===== src/design/sha1md_pkg.sv =====
// ----------------------------------------------------------------------------
// sha1md_pkg
// Constants, types and helpers shared by the SHA-1 digest block.
// ----------------------------------------------------------------------------
`default_nettype none

package sha1md_pkg;

  localparam int unsigned WORD_W     = 32;
  localparam int unsigned NUM_CHAIN  = 5;
  localparam int unsigned NUM_BLOCK  = 16;
  localparam int unsigned NUM_ROUNDS = 80;

  localparam logic [7:0] SHA1_PAD    = 8'h80;
  localparam logic [5:0] SHA1_LEN_AT = 6'd56;

  localparam logic [WORD_W-1:0] SHA1_IV [NUM_CHAIN] = '{
    32'h67452301, 32'hEFCDAB89, 32'h98BADCFE, 32'h10325476, 32'hC3D2E1F0
  };

  typedef logic [NUM_CHAIN-1:0][WORD_W-1:0] chain_t;

  // Command from the sequencer to the compression unit
  typedef struct packed {
    logic              push;   // shift word into the block window
    logic [WORD_W-1:0] word;
    logic              start;  // begin 80 rounds on the window
    logic              init;   // reload initial chaining values
  } cmd_t;

  function automatic logic [WORD_W-1:0] round_k(input logic [1:0] sel);
    logic [WORD_W-1:0] k;
    unique case (sel)
      2'd0:    k = 32'h5a827999;
      2'd1:    k = 32'h6ed9eba1;
      2'd2:    k = 32'h8f1bbcdc;
      default: k = 32'hca62c1d6;
    endcase
    return k;
  endfunction

  function automatic logic [WORD_W-1:0] rotl(input logic [WORD_W-1:0] x,
                                             input int unsigned n);
    return (x << n) | (x >> (WORD_W - n));
  endfunction

endpackage

`default_nettype wire


===== src/design/sha1md_core.sv =====
// ----------------------------------------------------------------------------
// sha1md_core
// Iterative SHA-1 compression: one round per cycle over a 16-word window.
// ----------------------------------------------------------------------------
`default_nettype none

module sha1md_core
  import sha1md_pkg::*;
(
  input  wire logic   clk,
  input  wire logic   rst,
  input  wire cmd_t   cmd,
  output logic        done,
  output chain_t      chain
);

  typedef enum logic [1:0] {C_IDLE, C_ROUND, C_ADD} cstate_t;

  cstate_t           state;
  logic [6:0]        rnd;
  logic [WORD_W-1:0] a, b, c, d, e;
  // Window: win[k] holds W[t+k] at round t; also the load shift line
  logic [WORD_W-1:0] win [NUM_BLOCK];

  logic [1:0]        sel;
  logic [WORD_W-1:0] f, tmp, w_new;
  logic              shift_en;
  logic [WORD_W-1:0] shift_in;

  always_comb begin
    if (rnd < 7'd20)      sel = 2'd0;
    else if (rnd < 7'd40) sel = 2'd1;
    else if (rnd < 7'd60) sel = 2'd2;
    else                  sel = 2'd3;

    unique case (sel)
      2'd0:    f = d ^ (b & (c ^ d));
      2'd2:    f = (b & c) | (b & d) | (c & d);
      default: f = b ^ c ^ d;
    endcase

    w_new = rotl(win[13] ^ win[8] ^ win[2] ^ win[0], 1);
    tmp   = rotl(a, 5) + f + e + round_k(sel) + win[0];

    shift_en = (state == C_ROUND) || (state == C_IDLE && cmd.push);
    shift_in = (state == C_ROUND) ? w_new : cmd.word;
  end

  always_ff @(posedge clk) begin
    if (shift_en) begin
      for (int i = 0; i < NUM_BLOCK - 1; i++) begin
        win[i] <= win[i+1];
      end
      win[NUM_BLOCK-1] <= shift_in;
    end
  end

  always_ff @(posedge clk) begin
    if (rst) begin
      state <= C_IDLE;
      rnd   <= '0;
      done  <= 1'b0;
      for (int i = 0; i < NUM_CHAIN; i++) begin
        chain[i] <= SHA1_IV[i];
      end
    end else begin
      done <= 1'b0;
      unique case (state)
        C_IDLE: begin
          if (cmd.init) begin
            for (int i = 0; i < NUM_CHAIN; i++) begin
              chain[i] <= SHA1_IV[i];
            end
          end
          if (cmd.start) begin
            a     <= chain[0];
            b     <= chain[1];
            c     <= chain[2];
            d     <= chain[3];
            e     <= chain[4];
            rnd   <= '0;
            state <= C_ROUND;
          end
        end
        C_ROUND: begin
          e   <= d;
          d   <= c;
          c   <= rotl(b, 30);
          b   <= a;
          a   <= tmp;
          rnd <= rnd + 7'd1;
          if (rnd == 7'(NUM_ROUNDS - 1)) begin
            state <= C_ADD;
          end
        end
        C_ADD: begin
          chain[0] <= chain[0] + a;
          chain[1] <= chain[1] + b;
          chain[2] <= chain[2] + c;
          chain[3] <= chain[3] + d;
          chain[4] <= chain[4] + e;
          done     <= 1'b1;
          state    <= C_IDLE;
        end
        default: state <= C_IDLE;
      endcase
    end
  end

endmodule

`default_nettype wire


===== src/design/sha1_message_digest.sv =====
// ----------------------------------------------------------------------------
// sha1_message_digest
// SHA-1 digest of a byte stream: byte packing, padding sequencer and digest
// output around an iterative one-round-per-cycle compression unit.
// ----------------------------------------------------------------------------
//
//  Channel   Dir  Payload                                     Transfer when
//  s_axis    in   tdata = data_byte, tuser = has_byte,        tvalid & tready
//                 tlast = is_last
//  m_axis    out  tdata = digest_word, tuser = word_index,    tvalid & tready
//                 tlast = last_word
//
//  A byte that does not complete a 64-byte block leaves tready high for the next.
//  A byte that completes a block is transferred, then tready stays low through
//  the compression (80 rounds, final add, done pulse in the compression unit).
//  A last item: 1 to 16 marker and padding words, then a compression; if
//  the length does not fit, 16 more padding words and a second compression
//  follow. Then five output transfers.
//  Reset (rst, synchronous) loads the initial chaining values and clears the
//  byte position and bit length. A stalled m_axis holds the digest word and
//  keeps s_axis tready low until the fifth word is taken.
// ----------------------------------------------------------------------------
`default_nettype none

module sha1_message_digest
  import sha1md_pkg::*;
(
  input  wire logic        clk,
  input  wire logic        rst,
  // input stream
  input  wire logic        s_axis_tvalid,
  output logic             s_axis_tready,
  input  wire logic [7:0]  s_axis_tdata,   // [7:0] data_byte
  input  wire logic        s_axis_tuser,   // [0] has_byte
  input  wire logic        s_axis_tlast,   // is_last
  // digest stream
  output logic             m_axis_tvalid,
  input  wire logic        m_axis_tready,
  output logic [31:0]      m_axis_tdata,   // [31:0] digest_word
  output logic [2:0]       m_axis_tuser,   // [2:0] word_index
  output logic             m_axis_tlast    // last_word
);

  typedef enum logic [2:0] {S_IDLE, S_COMP, S_MARK, S_FILL, S_OUT} state_t;

  state_t            state;
  state_t            ret;        // where to go once compression finishes
  logic [5:0]        pos;        // bytes held in the current block
  logic [63:0]       bit_len;
  logic [WORD_W-1:0] part;       // word being assembled, unused lanes zero
  logic [4:0]        wcnt;       // words in the block so far, while padding
  logic              extra;      // length does not fit: an extra block first
  logic [2:0]        out_idx;

  cmd_t              cmd;
  logic              comp_done;
  chain_t            chain;

  logic              in_xfer, out_xfer;
  logic [WORD_W-1:0] byte_word;  // part with the incoming byte placed
  logic [WORD_W-1:0] mark_word;  // part with the 0x80 marker placed

  assign in_xfer  = s_axis_tvalid && s_axis_tready;
  assign out_xfer = m_axis_tvalid && m_axis_tready;

  assign s_axis_tready = (state == S_IDLE);
  assign m_axis_tvalid = (state == S_OUT);
  assign m_axis_tdata  = chain[out_idx];
  assign m_axis_tuser  = out_idx;
  assign m_axis_tlast  = (out_idx == 3'(NUM_CHAIN - 1));

  // big-endian lane placement; lane 0 starts a fresh word
  always_comb begin
    unique case (pos[1:0])
      2'd0: begin
        byte_word = {s_axis_tdata, 24'h0};
        mark_word = {SHA1_PAD, 24'h0};
      end
      2'd1: begin
        byte_word = {part[31:24], s_axis_tdata, 16'h0};
        mark_word = {part[31:24], SHA1_PAD, 16'h0};
      end
      2'd2: begin
        byte_word = {part[31:16], s_axis_tdata, 8'h0};
        mark_word = {part[31:16], SHA1_PAD, 8'h0};
      end
      default: begin
        byte_word = {part[31:8], s_axis_tdata};
        mark_word = {part[31:8], SHA1_PAD};
      end
    endcase
  end

  // commands to the compression unit
  always_comb begin
    cmd = '0;
    unique case (state)
      S_IDLE: begin
        if (in_xfer && s_axis_tuser && pos[1:0] == 2'd3) begin
          cmd.push = 1'b1;
          cmd.word = byte_word;
        end
        cmd.start = in_xfer && s_axis_tuser && (pos == 6'd63);
      end
      S_MARK: begin
        cmd.push = 1'b1;
        cmd.word = mark_word;
      end
      S_FILL: begin
        if (wcnt == 5'(NUM_BLOCK)) begin
          cmd.start = 1'b1;
        end else begin
          cmd.push = 1'b1;
          // words 14 and 15 carry the length, except in the extra block
          if (wcnt < 5'd14 || extra) cmd.word = '0;
          else if (wcnt == 5'd14)    cmd.word = bit_len[63:32];
          else                       cmd.word = bit_len[31:0];
        end
      end
      S_OUT:   cmd.init = out_xfer && m_axis_tlast;
      default: cmd = '0;
    endcase
  end

  always_ff @(posedge clk) begin
    if (rst) begin
      state   <= S_IDLE;
      ret     <= S_IDLE;
      pos     <= '0;
      bit_len <= '0;
      wcnt    <= '0;
      extra   <= 1'b0;
      out_idx <= '0;
    end else begin
      unique case (state)
        S_IDLE: begin
          if (in_xfer) begin
            if (s_axis_tuser) begin
              part    <= byte_word;
              pos     <= pos + 6'd1;
              bit_len <= bit_len + 64'd8;
            end
            if (s_axis_tuser && pos == 6'd63) begin
              ret   <= s_axis_tlast ? S_MARK : S_IDLE;
              state <= S_COMP;
            end else if (s_axis_tlast) begin
              state <= S_MARK;
            end
          end
        end
        S_COMP: begin
          if (comp_done) state <= ret;
        end
        S_MARK: begin
          wcnt  <= {1'b0, pos[5:2]} + 5'd1;
          extra <= (pos >= SHA1_LEN_AT);
          state <= S_FILL;
        end
        S_FILL: begin
          if (wcnt == 5'(NUM_BLOCK)) begin
            wcnt  <= '0;
            extra <= 1'b0;
            ret   <= extra ? S_FILL : S_OUT;
            state <= S_COMP;
          end else begin
            wcnt <= wcnt + 5'd1;
          end
        end
        S_OUT: begin
          if (out_xfer) begin
            if (m_axis_tlast) begin
              out_idx <= '0;
              pos     <= '0;
              bit_len <= '0;
              state   <= S_IDLE;
            end else begin
              out_idx <= out_idx + 3'd1;
            end
          end
        end
        default: state <= S_IDLE;
      endcase
    end
  end

  sha1md_core u_core (
    .clk   (clk),
    .rst   (rst),
    .cmd   (cmd),
    .done  (comp_done),
    .chain (chain)
  );

endmodule

`default_nettype wire


===== config.mk =====
export PLATFORM = sky130hd
export DESIGN_NAME = sha1_message_digest
export DESIGN_NICKNAME = d
export VERILOG_FILES = /design/src/design/sha1md_pkg.sv /design/src/design/sha1md_core.sv /design/src/design/sha1_message_digest.sv
export SDC_FILE = /design/constraint.sdc
export NUM_CORES = 2
export LEC_CHECK = 0
export ABC_CLOCK_PERIOD_IN_PS = 30100
export BUFFER_PORTS_ARGS = -buffer_cell sky130_fd_sc_hd__buf_2
export CORE_MARGIN = 1
export CORE_UTILIZATION = 40
export CTS_BUF_LIST = sky130_fd_sc_hd__clkbuf_16
export DETAILED_ROUTE_END_ITERATION = 10
export PLACE_DENSITY_LB_ADDON = 0.3
export SYNTH_ARGS = -nofsm -noshare
export SYNTH_HDL_FRONTEND = slang
export SYNTH_HIERARCHICAL = 1
export SYNTH_SLANG_ARGS = --single-unit

===== constraint.sdc =====
create_clock -name clk -period 30.1 [get_ports clk]
set_clock_uncertainty 0.15 [all_clocks]
set_input_delay 0 -clock clk [delete_from_list [all_inputs] [get_ports clk]]
set_output_delay 0 -clock clk [all_outputs]
set_load 0.02 [all_outputs]

==> impl_metrics.ini <==
[run_status]
outcome = finished, final reports clean

[placed_design]
place_ws_ns = 22.73
gp_congestion = 0.9068
hpwl_um = 88380
placed_area_mm2 = 0.05179
port_buffers = 51

[clock_tree]
cts-buffers-inserted = 102
worst_skew_pair.late_latency_ns = 0.70
h-tree-depth = 3
cts.sinks = 948
cts-root-buf = clkbuf_16
cts_tree = done
clkTransAtPathRegs_ns = 0.07
clock_path_buffers = 3

[route]
firstDrtPassIters = 5
vias = 35060
drt_iter0_markers = 3213
routed_via_density = 5.518
antenna_left = 0
wirelength_um = 128800
drc = 0
routedWlPerCell_um = 20.27

[pwr]
p_sw_share_pct = 22.88
cellPowerDensity_mw_per_mm2 = 51.80
p_switching_mw = 0.6549
power.share.clock_pct = 42.8
combPwrFrac_pct = 4.8
finalPower_mw = 2.862
p_int_mw = 2.207
p_leak_nw = 21.68
power.share.sequential_pct = 52.5
irDropWorstVdd_mv = 0.04719

[worst_hold_path]
min_to = m_axis_tuser[1]$_SDFFE_PP0P_
hold_class = in2reg
hold_depth = 5
hp-start = m_axis_tready

[global_route]
grt_use_total_pct = 20.15
grt_max_degree = 222
antenna_found_initial = 1
grt_pass1_wl_um = 197500
grt_pass1_vias = 33530
grt_overflow = 0

[synthesis]
synth_adder_area_share_pct = 10.65
synth_most_common_cell = edfxtp_1
synth.area.mux_share_pct = 1.932
synth_top_family_by_area = compound AO/OA/AOI/OAI gates
ys.warnings.count = 6
syn-num-nets = 4985
synth_common_cells = edfxtp_1 (696), nand2_1 (552), a21oi_1 (312)
synth_compound_area_share_pct = 14.07
yosysTopAreaCell = edfxtp_1
ys.flop_type = edfxtp_1
synth_top_area_share_pct = 41.97
ys_top_cells_by_area = edfxtp_1 (42%), dfxtp_1 (10%), ha_1 (6.9%)
synth_area_mm2 = 0.04980
syn_inst = 4603
synth.avg_cell_area_um2 = 10.82
ys_ff_latch = 948
synth_xor_area_share_pct = 5.628
synth.distinct_cells = 94
synthSimpleGateAreaFrac_pct = 11.96
yosysSeqAreaShare_pct = 52.10
synth_edf_count = 696
synthArstFlopShare_pct = 0

[sta]
relSlewSlack_pct = 26.17
setup_ws_ns = 22.72
setup_viol = 0
fmax_ghz = 0.1354
setup_tns_ns = 0
finalHoldViolCount = 0
min_period_ns = 7.384
finalCritPeriodShare_pct = 24.53
rsz0062_at_grt = no
tightest_slew_ns = 1.108
maxSlewViolCount = 0

[critical_path]
worstRegToRegCells = 26
worstSetupPathType = reg2reg
r2r-start = u_core/rnd[2]$_SDFFE_PP0P_
worstPathRequired_ns = 30.36
crit_path_start_kind = register
reg2reg_slack_ns = 22.72
cp_max_fo = 35
reg2reg_to = u_core/a[31]$_DFFE_PP_
arrival_ns = 7.64
end_kind = register

[floorplan]
core.rowCount = 129
ios = 52
core_mm2 = 0.1236
die_w_um = 354.8
die-area_mm2 = 0.1259
start_util_pct = 40.28
die_y_um = 354.8

[finish]
fin_area_mm2 = 0.05525
syn2layout_area_growth_pct = 10.95
fin_nets = 5013
multi_input_area_mm2 = 0.02210
fillers = 11570
drive_above_1_share_pct = 6.190
seq_area_mm2 = 0.02595
n_antenna_cell = 0

[run]
max-cap-violations = 0
[worst max-delay path, stage by stage (launching register included)]
cell and delay, ns:
dfxtp_1 0.36, nor2_1 0.11, o21ai_0 0.10, a221oi_1 0.56, ha_1 0.28, buf_4 0.35
nand3_1 0.10, o21ai_0 0.12, o21ai_0 0.12, a221oi_1 0.48, fa_1 0.52, fa_1 0.53
fa_1 0.51, inv_1 0.04, ha_1 0.20, inv_1 0.07, fa_1 0.19, nor2b_1 0.06
o31a_1 0.29, o311ai_1 0.42, o21ai_1 0.28, a31o_2 0.34, a41oi_1 0.32, o21ai_0 0.13
a31oi_1 0.20, xnor2_1 0.14, o21ai_1 0.07
[metrics by stage]
stage,utilization (%),hold WS [ns],cells
floorplan,-,0.007364,4603
global placement,41.89,0.1474,6146
detailed placement,41.89,0.1572,6146
CTS,44.68,0.008772,6354
global route,44.68,0.06077,6354
finish,44.68,0.07899,6354
[cell families after synthesis]
family          after synthesis
flops                       948
fa+ha+maj                   368
compound gates             1113
simple gates               1280
xor+xnor                    320
mux                          96
buf+inv                     478
[sequential cells by signal (all words and copies together) (netlist names)]
name / flops
u_core/b: 32
u_core/state: 2
state: 3
u_core/rnd: 7
wcnt: 5
u_core/win: 512
u_core/d: 32
m_axis_tuser: 3
u_core/chain: 160
u_core/done: 1
u_core/a: 32
bit_len: 61
u_core/e: 32
pos: 6
part: 24
u_core/c: 32
extra: 1
ret: 3
[power groups by stage]
stage / Clock, mW / Combinational [mW] / Sequential, mW
floorplan: 0 / 0.0967 / 1.58
global placement: 0 / 0.134 / 1.53
detailed placement: 0 / 0.135 / 1.53
CTS: 1.26 / 0.137 / 1.50
global route: 1.30 / 0.150 / 1.51
finish: 1.22 / 0.136 / 1.50
[how the worst max path moves through the flow]
stage	from	endpoint	slack [ns]
global route	u_core/rnd[5]$_SDFFE_PP0P_	u_core/a[31]$_DFFE_PP_	22.14
detailed placement	u_core/rnd[5]$_SDFFE_PP0P_	u_core/a[31]$_DFFE_PP_	22.73
global placement	u_core/rnd[2]$_SDFFE_PP0P_	u_core/a[31]$_DFFE_PP_	22.69
finish	u_core/rnd[2]$_SDFFE_PP0P_	u_core/a[31]$_DFFE_PP_	22.72
floorplan	state[0]$_SDFFE_PP0P_	u_core/win[0][0]$_DFFE_PP_	5.90
CTS	u_core/rnd[2]$_SDFFE_PP0P_	u_core/a[31]$_DFFE_PP_	22.71
[cell usage in the layout (no fill, tap or decap), types with 40 or more instances in the layout]
| master | count |
|---|---|
| nand2_1 | 552 |
| nand4_1 | 40 |
| ha_1 | 274 |
| clkbuf_16 | 103 |
| and3_1 | 51 |
| nor2_1 | 291 |
| buf_2 | 50 |
| a22oi_1 | 64 |
| fa_1 | 93 |
| mux2i_1 | 95 |
| a21oi_1 | 312 |
| dfxtp_1 | 249 |
| nand3_1 | 70 |
| nand2b_1 | 77 |
| nor3_1 | 44 |
| edfxtp_1 | 696 |
| xor2_1 | 129 |
| a21o_1 | 75 |
| o21ai_0 | 278 |
| inv_1 | 319 |
| o22ai_1 | 80 |
| xnor2_1 | 191 |
[what timing repair did]
| item | 4_1_cts | 5_1_grt |
|---|---|---|
| gates resized for setup | 0 | 0 |
| buffers inserted | 0 | 0 |
| endpoints found under the hold margin | 97 | 0 |
| hold buffers | 18 | 0 |
[cell type report]
type	count	area share, %
timing repair buffer	108	1.391
clock inverter	87	1.261
inverter	294	1.998
tap	1637	3.707
sequential	948	46.97
clock buffer	103	4.665
multi-input combinational	3177	40.00
[metal layers]
layer / global-route usage [%] / routed length [um] / vias to the layer above
li1: - / - / 16650
met1: 28.58 / 59000 / 17090
met2: 31.50 / 57500 / 1071
met3: 2.533 / 7355 / 254
met4: 7.560 / 4937 / 0
met5: 0 / 0 / -
(Power assumes the default switching activity.)
